## src/rtl/rc4_stream_cipher_assert.svh

```systemverilog
// assertion macros used by the rc4 rtl top level
`ifndef RC4_STREAM_CIPHER_ASSERT_SVH
`define RC4_STREAM_CIPHER_ASSERT_SVH

// same-cycle implication, disabled while in reset
`define RC4_ASSERT_NOW(lbl, ante, cons, msg) \
	lbl: assert property (@(posedge clk) disable iff (!arst_n) (ante) |-> (cons)) \
		else $error(msg);

// next-cycle implication, disabled while in reset
`define RC4_ASSERT_NEXT(lbl, ante, cons, msg) \
	lbl: assert property (@(posedge clk) disable iff (!arst_n) (ante) |=> (cons)) \
		else $error(msg);

`endif

```

## src/rtl/rc4_pkg.sv

```systemverilog
// types and constants for the rc4 stream cipher
package rc4_pkg;

	localparam int KEY_MAX   = 16;
	localparam int KEY_IDX_W = 4;
	localparam int CFG_IDX_W = 2;

	localparam logic [CFG_IDX_W-1:0] REG_KEY_LOW  = 2'd0;
	localparam logic [CFG_IDX_W-1:0] REG_KEY_HIGH = 2'd1;

	localparam logic [63:0] KEY_LOW_RST  = 64'h0000_0005_7163_9A0E;
	localparam logic [63:0] KEY_HIGH_RST = 64'h0;

	// sequencer states, one-hot
	typedef enum logic [10:0] {
		ST_IDLE  = 11'b000_0000_0001,
		ST_KINIT = 11'b000_0000_0010,
		ST_KRDA  = 11'b000_0000_0100,
		ST_KRDB  = 11'b000_0000_1000,
		ST_KWRA  = 11'b000_0001_0000,
		ST_KWRB  = 11'b000_0010_0000,
		ST_PRDI  = 11'b000_0100_0000,
		ST_PRDJ  = 11'b000_1000_0000,
		ST_PWRI  = 11'b001_0000_0000,
		ST_PWRJ  = 11'b010_0000_0000,
		ST_POUT  = 11'b100_0000_0000
	} state_t;

	// one read and one write access to the permutation memory
	typedef struct packed {
		logic       rd_en;
		logic [7:0] rd_addr;
		logic       wr_en;
		logic [7:0] wr_addr;
		logic [7:0] wr_data;
	} mem_req_t;

endpackage

```

## src/rtl/rc4_stream_cipher.sv

```systemverilog
// rc4 stream cipher top level: key registers, sequencer and output register
//
//   channel  dir  handshake            payload
//   in       in   in_valid/in_ready    data_byte[7:0], restart
//   out      out  out_valid/out_ready  out_byte[7:0]
//   cfg      in   cfg_valid/cfg_ready  cfg_index[1:0], cfg_data[63:0]
//
// a keyed item holds in_ready low from its accept until the output step loads
// its result, so no new item is taken before the last is through; the memory
// with one read and one write port sets the steps: read s[i] in the accept
// cycle, read s[j], write s[i], write s[j] with the keystream read, then the
// output step. a restart item, or the first after reset, first runs the key
// schedule: fill, read s[a], s[b], write s[a], s[b] per entry, then read s[i].
// reset clears the indices and the keyed flag and loads the reset key; the
// memory is not cleared. a result waiting on out_ready holds the block in
// its last step, while cfg writes are always taken.
`include "rc4_stream_cipher_assert.svh"

module rc4_stream_cipher #(
	parameter int KEY_BYTES = 16
) (
	input  logic        clk,
	input  logic        arst_n,
	input  logic        in_valid,
	output logic        in_ready,
	input  logic [7:0]  data_byte,
	input  logic        restart,
	output logic        out_valid,
	input  logic        out_ready,
	output logic [7:0]  out_byte,
	input  logic        cfg_valid,
	output logic        cfg_ready,
	input  logic [1:0]  cfg_index,
	input  logic [63:0] cfg_data
);

	localparam int KeyLen = (KEY_BYTES < 1) ? 1 :
		(KEY_BYTES > rc4_pkg::KEY_MAX) ? rc4_pkg::KEY_MAX : KEY_BYTES;
	localparam logic [rc4_pkg::KEY_IDX_W-1:0] KidxLast = rc4_pkg::KEY_IDX_W'(KeyLen - 1);

	rc4_pkg::state_t   state_q;
	rc4_pkg::mem_req_t mem_req;

	logic [63:0]  key_low_q;
	logic [63:0]  key_high_q;
	logic [127:0] key_cat;
	logic [7:0]   key_byte;

	logic [7:0] a_q, b_q, i_q, j_q;
	logic [rc4_pkg::KEY_IDX_W-1:0] kidx_q;
	logic       keyed_q;
	logic       out_valid_q;
	logic [7:0] out_byte_q;
	logic [7:0] data_q, sa_q, si_q;
	logic       byp_q;
	logic [7:0] rd_data;

	logic       in_acc;
	logic       rekey;
	logic [7:0] b_new, j_new, ks_addr, ks_byte;
	logic       out_load;

	// configuration registers
	assign cfg_ready = 1'b1;

	always_ff @(posedge clk or negedge arst_n) begin
		if (!arst_n) begin
			key_low_q  <= rc4_pkg::KEY_LOW_RST;
			key_high_q <= rc4_pkg::KEY_HIGH_RST;
		end else if (cfg_valid && cfg_ready) begin
			case (cfg_index)
				rc4_pkg::REG_KEY_LOW:  key_low_q  <= cfg_data;
				rc4_pkg::REG_KEY_HIGH: key_high_q <= cfg_data;
				default: ;
			endcase
		end
	end

	// key byte for the current schedule step
	assign key_cat  = {key_high_q, key_low_q};
	assign key_byte = key_cat[{kidx_q, 3'b000} +: 8];

	// handshake and datapath sums
	assign in_ready = (state_q == rc4_pkg::ST_IDLE);
	assign in_acc   = in_valid && in_ready;
	assign rekey    = restart || !keyed_q;
	assign b_new    = b_q + rd_data + key_byte;
	assign j_new    = j_q + rd_data;
	assign ks_addr  = si_q + rd_data;
	assign ks_byte  = byp_q ? si_q : rd_data;
	assign out_load = (state_q == rc4_pkg::ST_POUT) && (!out_valid_q || out_ready);

	// memory access per sequencer step
	always_comb begin
		mem_req = '0;
		case (state_q)
			rc4_pkg::ST_IDLE: begin
				mem_req.rd_en   = in_acc && !rekey;
				mem_req.rd_addr = i_q + 8'd1;
			end
			rc4_pkg::ST_KINIT: begin
				mem_req.wr_en   = 1'b1;
				mem_req.wr_addr = a_q;
				mem_req.wr_data = a_q;
			end
			rc4_pkg::ST_KRDA: begin
				mem_req.rd_en   = 1'b1;
				mem_req.rd_addr = a_q;
			end
			rc4_pkg::ST_KRDB: begin
				mem_req.rd_en   = 1'b1;
				mem_req.rd_addr = b_new;
			end
			rc4_pkg::ST_KWRA: begin
				mem_req.wr_en   = 1'b1;
				mem_req.wr_addr = a_q;
				mem_req.wr_data = rd_data;
			end
			rc4_pkg::ST_KWRB: begin
				mem_req.wr_en   = 1'b1;
				mem_req.wr_addr = b_q;
				mem_req.wr_data = sa_q;
			end
			rc4_pkg::ST_PRDI: begin
				mem_req.rd_en   = 1'b1;
				mem_req.rd_addr = i_q + 8'd1;
			end
			rc4_pkg::ST_PRDJ: begin
				mem_req.rd_en   = 1'b1;
				mem_req.rd_addr = j_new;
			end
			rc4_pkg::ST_PWRI: begin
				mem_req.wr_en   = 1'b1;
				mem_req.wr_addr = i_q;
				mem_req.wr_data = rd_data;
			end
			rc4_pkg::ST_PWRJ: begin
				mem_req.wr_en   = 1'b1;
				mem_req.wr_addr = j_q;
				mem_req.wr_data = si_q;
				mem_req.rd_en   = 1'b1;
				mem_req.rd_addr = ks_addr;
			end
			default: ;
		endcase
	end

	rc4_sbox u_sbox (
		.clk     (clk),
		.req     (mem_req),
		.rd_data (rd_data)
	);

	// sequencer and control state
	always_ff @(posedge clk or negedge arst_n) begin
		if (!arst_n) begin
			state_q     <= rc4_pkg::ST_IDLE;
			a_q         <= '0;
			b_q         <= '0;
			i_q         <= '0;
			j_q         <= '0;
			kidx_q      <= '0;
			keyed_q     <= 1'b0;
			out_valid_q <= 1'b0;
		end else begin
			if (out_load) begin
				out_valid_q <= 1'b1;
			end else if (out_ready) begin
				out_valid_q <= 1'b0;
			end
			case (state_q)
				rc4_pkg::ST_IDLE: begin
					if (in_acc) begin
						if (rekey) begin
							a_q     <= '0;
							state_q <= rc4_pkg::ST_KINIT;
						end else begin
							i_q     <= i_q + 8'd1;
							state_q <= rc4_pkg::ST_PRDJ;
						end
					end
				end
				rc4_pkg::ST_KINIT: begin
					a_q <= a_q + 8'd1;
					if (a_q == 8'hFF) begin
						b_q     <= '0;
						kidx_q  <= '0;
						state_q <= rc4_pkg::ST_KRDA;
					end
				end
				rc4_pkg::ST_KRDA: state_q <= rc4_pkg::ST_KRDB;
				rc4_pkg::ST_KRDB: begin
					b_q     <= b_new;
					state_q <= rc4_pkg::ST_KWRA;
				end
				rc4_pkg::ST_KWRA: state_q <= rc4_pkg::ST_KWRB;
				rc4_pkg::ST_KWRB: begin
					a_q    <= a_q + 8'd1;
					kidx_q <= (kidx_q == KidxLast) ? '0 : kidx_q + 1'b1;
					if (a_q == 8'hFF) begin
						i_q     <= '0;
						j_q     <= '0;
						keyed_q <= 1'b1;
						state_q <= rc4_pkg::ST_PRDI;
					end else begin
						state_q <= rc4_pkg::ST_KRDA;
					end
				end
				rc4_pkg::ST_PRDI: begin
					i_q     <= i_q + 8'd1;
					state_q <= rc4_pkg::ST_PRDJ;
				end
				rc4_pkg::ST_PRDJ: begin
					j_q     <= j_new;
					state_q <= rc4_pkg::ST_PWRI;
				end
				rc4_pkg::ST_PWRI: state_q <= rc4_pkg::ST_PWRJ;
				rc4_pkg::ST_PWRJ: state_q <= rc4_pkg::ST_POUT;
				rc4_pkg::ST_POUT: begin
					if (out_load) begin
						state_q <= rc4_pkg::ST_IDLE;
					end
				end
				default: state_q <= rc4_pkg::ST_IDLE;
			endcase
		end
	end

	// payload registers
	always_ff @(posedge clk) begin
		if (in_acc) begin
			data_q <= data_byte;
		end
		if (state_q == rc4_pkg::ST_KRDB) begin
			sa_q <= rd_data;
		end
		if (state_q == rc4_pkg::ST_PRDJ) begin
			si_q <= rd_data;
		end
		// keystream read collides with the write to s[j]
		if (state_q == rc4_pkg::ST_PWRJ) begin
			byp_q <= (ks_addr == j_q);
		end
		if (out_load) begin
			out_byte_q <= data_q ^ ks_byte;
		end
	end

	assign out_valid = out_valid_q;
	assign out_byte  = out_byte_q;

	// checks
	`RC4_ASSERT_NEXT(a_rekey_start, in_acc && rekey, state_q == rc4_pkg::ST_KINIT,
		"rekey item did not start the key schedule")
	`RC4_ASSERT_NEXT(a_keyed_sticks, keyed_q, keyed_q, "keyed flag dropped")
	`RC4_ASSERT_NEXT(a_ksa_end, (state_q == rc4_pkg::ST_KWRB) && (a_q == 8'hFF),
		(state_q == rc4_pkg::ST_PRDI) && (i_q == 8'd0) && (j_q == 8'd0),
		"key schedule did not hand over with cleared indices")
	`RC4_ASSERT_NOW(a_wr_states, mem_req.wr_en,
		(state_q == rc4_pkg::ST_KINIT) || (state_q == rc4_pkg::ST_KWRA) ||
		(state_q == rc4_pkg::ST_KWRB) || (state_q == rc4_pkg::ST_PWRI) ||
		(state_q == rc4_pkg::ST_PWRJ),
		"memory write outside a write step")

endmodule

```

## src/rtl/rc4_sbox.sv

```systemverilog
// 256 x 8 permutation memory, one write and one registered read per cycle
module rc4_sbox (
	input  logic              clk,
	input  rc4_pkg::mem_req_t req,
	output logic [7:0]        rd_data
);

	logic [7:0] mem [256];
	logic [7:0] rd_q;

	// write port
	always_ff @(posedge clk) begin
		if (req.wr_en) begin
			mem[req.wr_addr] <= req.wr_data;
		end
	end

	// read port, old data on a same-address write, holds when idle
	always_ff @(posedge clk) begin
		if (req.rd_en) begin
			rd_q <= mem[req.rd_addr];
		end
	end

	assign rd_data = rd_q;

endmodule
```

## config.mk

```make
export PLATFORM = sky130hd
export DESIGN_NAME = rc4_stream_cipher
export DESIGN_NICKNAME = d
export VERILOG_FILES = /design/src/rtl/rc4_pkg.sv /design/src/rtl/rc4_stream_cipher.sv /design/src/rtl/rc4_sbox.sv
export VERILOG_INCLUDE_DIRS = /design/src /design/src/rtl
export SDC_FILE = /design/constraint.sdc
export NUM_CORES = 2
export LEC_CHECK = 0
export ABC_AREA = 1
export BUFFER_PORTS_ARGS = -buffer_cell sky130_fd_sc_hd__buf_2
export CAP_MARGIN = 25
export CORE_ASPECT_RATIO = 1.4
export CORE_MARGIN = 4
export CORE_UTILIZATION = 50
export DETAILED_ROUTE_END_ITERATION = 10
export PLACE_DENSITY = 0.72
export SLEW_MARGIN = 20
export SYNTH_ARGS = -nofsm -noshare
export SYNTH_HDL_FRONTEND = slang
export SYNTH_SLANG_ARGS = --single-unit
export TNS_END_PERCENT = 50
```

## constraint.sdc

```tcl
create_clock -name clk -period 16.2 [get_ports clk]
set_input_delay 0.81 -clock clk [delete_from_list [all_inputs] [get_ports clk]]
set_output_delay 0.81 -clock clk [all_outputs]
set_load 0.01 [all_outputs]
```

==> results.json <==
{
  "tightestPinTransition_ns": 1.173,
  "met2_length_um": 139600,
  "slew_headroom_pct": 21.52,
  "fin_crit_sh_pct": 50.90,
  "p_comb_share_pct": 41.1,
  "fin_setup_tns_ns": 0,
  "wl_met3_um": 27050,
  "die_y_um": 541.4,
  "placed_cells_incl_taps": 11850,
  "nNetsFinal": 9517,
  "power.density_nw_per_um2": 177.6,
  "total_leakage_power_nw": 43.92,
  "post_cts_buffers": 0,
  "setup-violations-final": 0,
  "cts_buffers": 207,
  "ant_nets": 0,
  "slew_violations": 0,
  "synthCells": 9594,
  "dpl_cell_area_um2": 103800,
  "via_per_inst": 5.859,
  "grt_pass1_wl_um": 433200,
  "dieWidth_um": 389.0,
  "grt.overflow.total": 0,
  "async_reset_ff_share_pct": 7.811,
  "fin_ws_ns": 7.954,
  "initial_core_util_pct": 50.36,
  "syn_area_um2": 101600,
  "ys_seq_area_share_pct": 66.11,
  "syn-num-nets": 9707,
  "post-place-ws_ns": 8.157,
  "clk_latency_ns": 0.86,
  "r2r_start": "kidx_q[0]$_DFFE_PN0P_",
  "antenna_found_initial": 2,
  "hold-worst-slack_ns": 0.05013,
  "path_clk_slew_ns": 0.07,
  "switchingPower_mw": 8.204,
  "end_kind": "flip-flop",
  "multi_input_area_um2": 26120,
  "synth_edf_count": 2089,
  "status": "finished clean",
  "power_frac_seq_pct": 34.1,
  "cts_resized": 0,
  "routed.top_layer": "met4",
  "wl_per_cell_um": 23.89,
  "hp-class": "input port to async pin",
  "seqCellArea_um2": 67180,
  "ys_warn_count": 0,
  "cts_root_buffer": "clkbuf_16",
  "coreArea_um2": 201800,
  "nFillCells": 16630,
  "vdd_drop_max_mv": 0.3021,
  "r2r_setup_slack_ns": 7.95,
  "clock-sinks": 2266,
  "skew_ns": 0.04339,
  "hold_buffers": 0,
  "drtIter0Drc": 9427,
  "hpwl_um": 173700,
  "grt_max_degree": 221,
  "drv_cap": 0,
  "wl_um": 292100,
  "fmax_mhz": 121.3,
  "clkPwrFrac_pct": 24.8,
  "syn_avg_cell_area_um2": 10.59,
  "route.detailed.drc": 0,
  "gp_congestion": 0.9940,
  "ys_types": 50,
  "total_power_mw": 19.63,
  "finalCoreUtilization_pct": 54.79,
  "hold_viol": 0,
  "finalCriticalPeriod_ns": 8.246,
  "p_int_mw": 11.43,
  "firstDrtPassIters": 8,
  "r2r-end": "u_sbox.rd_data[3]$_DFFE_PP_",
  "drive_gt1_share_pct": 5.992,
  "worst_setup_path_start_kind": "flip-flop",
  "area_growth_pct": 8.792,
  "r2r_cells": 24,
  "final_area_um2": 110500,
  "finalNonFillerCells": 12230,
  "num_vias": 71640,
  "p_sw_share_pct": 41.79,
  "arrival_ns": 8.84,
  "clockBufferDepth": 4,
  "cts.htree.levels": 4,
  "synth-main-ff-cell": "edfxtp_1",
  "rsz0062_at_grt": "no",
  "m1WireLength_um": 103600,
  "cts_tree": "yes",
  "first_global_vias": 68840,
  "grtUsageTotal_pct": 27.03,
  "crit_fanout": 180,
  "cp.required_ns": 16.80,
  "ys_seq_elements": 2266,
  "critical_path_class": "flip-flop to flip-flop",
  "portBuffers": 89,
  "dieArea_um2": 210600,
  "fp-row-count": 195,
  "io_pins": 91
}
[critical path, cell delays in order, from the launching register on]
cell	delay, ns
dfrtp_2	0.34
buf_4	0.49
clkinv_1	0.48
buf_4	0.42
o21ai_0	0.22
o22ai_1	0.09
o211ai_1	0.16
nand2_1	0.13
fa_1	0.51
nand3_1	0.14
nand2_1	0.15
nor2_4	0.14
nand2_8	0.36
buf_4	0.77
buf_4	0.79
buf_12	0.58
nand2_1	0.12
nand3_1	0.13
nand3_1	0.11
nand3_1	0.16
nand3_1	0.11
nand3_1	0.25
nand3_1	0.47
nand3_1	0.35
nand2_1	0.10
[how the worst max path moves through the flow]
stage	startpoint	slack (ns)	to
after global routing	kidx_q[0]$_DFFE_PN0P_	7.55	u_sbox.rd_data[4]$_DFFE_PP_
after detailed placement	kidx_q[0]$_DFFE_PN0P_	8.16	u_sbox.rd_data[3]$_DFFE_PP_
final	kidx_q[0]$_DFFE_PN0P_	7.95	u_sbox.rd_data[3]$_DFFE_PP_
after global placement	kidx_q[0]$_DFFE_PN0P_	8.14	u_sbox.rd_data[4]$_DFFE_PP_
after floorplan	state_q[7]$_DFFE_PN0P_	2.60	u_sbox.mem[0][3]$_DFFE_PP_
after CTS	kidx_q[0]$_DFFE_PN0P_	8.15	u_sbox.rd_data[3]$_DFFE_PP_
[per-layer routing]
metal  GRT usage (%)  vias to the layer above
met5               0                        -
met4           17.60                        0
met3           4.557                      913
met2           44.67                     4043
met1           32.93                    34700
li1                -                    31990
[cells in the mapped netlist (all sizes together), types with 54 or more instances]
master	count	share of area, %
inv	1529	5.6
nand2	1664	6.2
clkbuf	194	0.72
nor2	393	1.5
a21oi	54	0.27
dfrtp	159	3.9
nand3b	584	4.3
buf	405	2.1
edfxtp	2089	62
o211ai	105	0.78
nand3	2009	9.9
o21ai	222	1.1
[power by group through the flow]
stage | registers [mW] | clock network (mW) | logic, mW
3_3_place_gp | 6.80 | 0 | 7.75
4_1_cts | 6.68 | 4.90 | 7.89
2_1_floorplan | 6.82 | 0 | 5.29
5_1_grt | 6.69 | 5.15 | 8.59
6_report | 6.68 | 4.87 | 8.07
3_5_place_dp | 6.80 | 0 | 7.85
[area by class of cell]
class                   count  area share (%)
diodes                      6         0.01358
clock buffers             250           4.841
clock inverters           118           1.125
inverters                1531           5.222
multi-input cells        5198           23.63
flip-flops and latches   2266           60.77
well taps                2659           3.009
repair buffers            200           1.390
[cell families after synthesis]
kind of cell	share of synthesized area (%)
DFF	66.11
AOI/OAI and AO/OA	2.564
adders and majority gates	0.4802
buffers and inverters	8.422
and+or+nand+nor	22.19
xor gates and xnor gates	0.2241
other	0.003690
[state kept, by name, summed over array words and instances, names as in the netlist]
signal	cells
u_sbox.mem	2048
data_q	8
out_byte	8
i_q	8
byp_q	1
b_q	8
key_high_q	64
out_valid	1
a_q	8
key_low_q	64
kidx_q	4
sa_q	8
u_sbox.rd_data	8
si_q	8
j_q	8
keyed_q	1
state_q	11
[placed cells by master, fill, tap and decap left out, types with 11 or more instances in the layout]
master         n
ha_1          23
clkbuf_16    207
clkinv_2      43
nor2_1       386
dfrtp_1      158
buf_4         90
a221oi_1      13
clkinv_1      35
o22ai_1       20
a21oi_1       54
buf_2         88
o21ai_0      216
xor2_1        22
bufinv_16     25
clkbuf_1      42
nor3_1        19
nand4_1       13
clkinvlp_4    11
nand3b_1     584
dfstp_2       18
nand3_1     2007
nand2_1     1637
inv_1       1521
o211ai_1     105
nand2_2       22
edfxtp_1    2089
(Power assumes the default switching activity.)
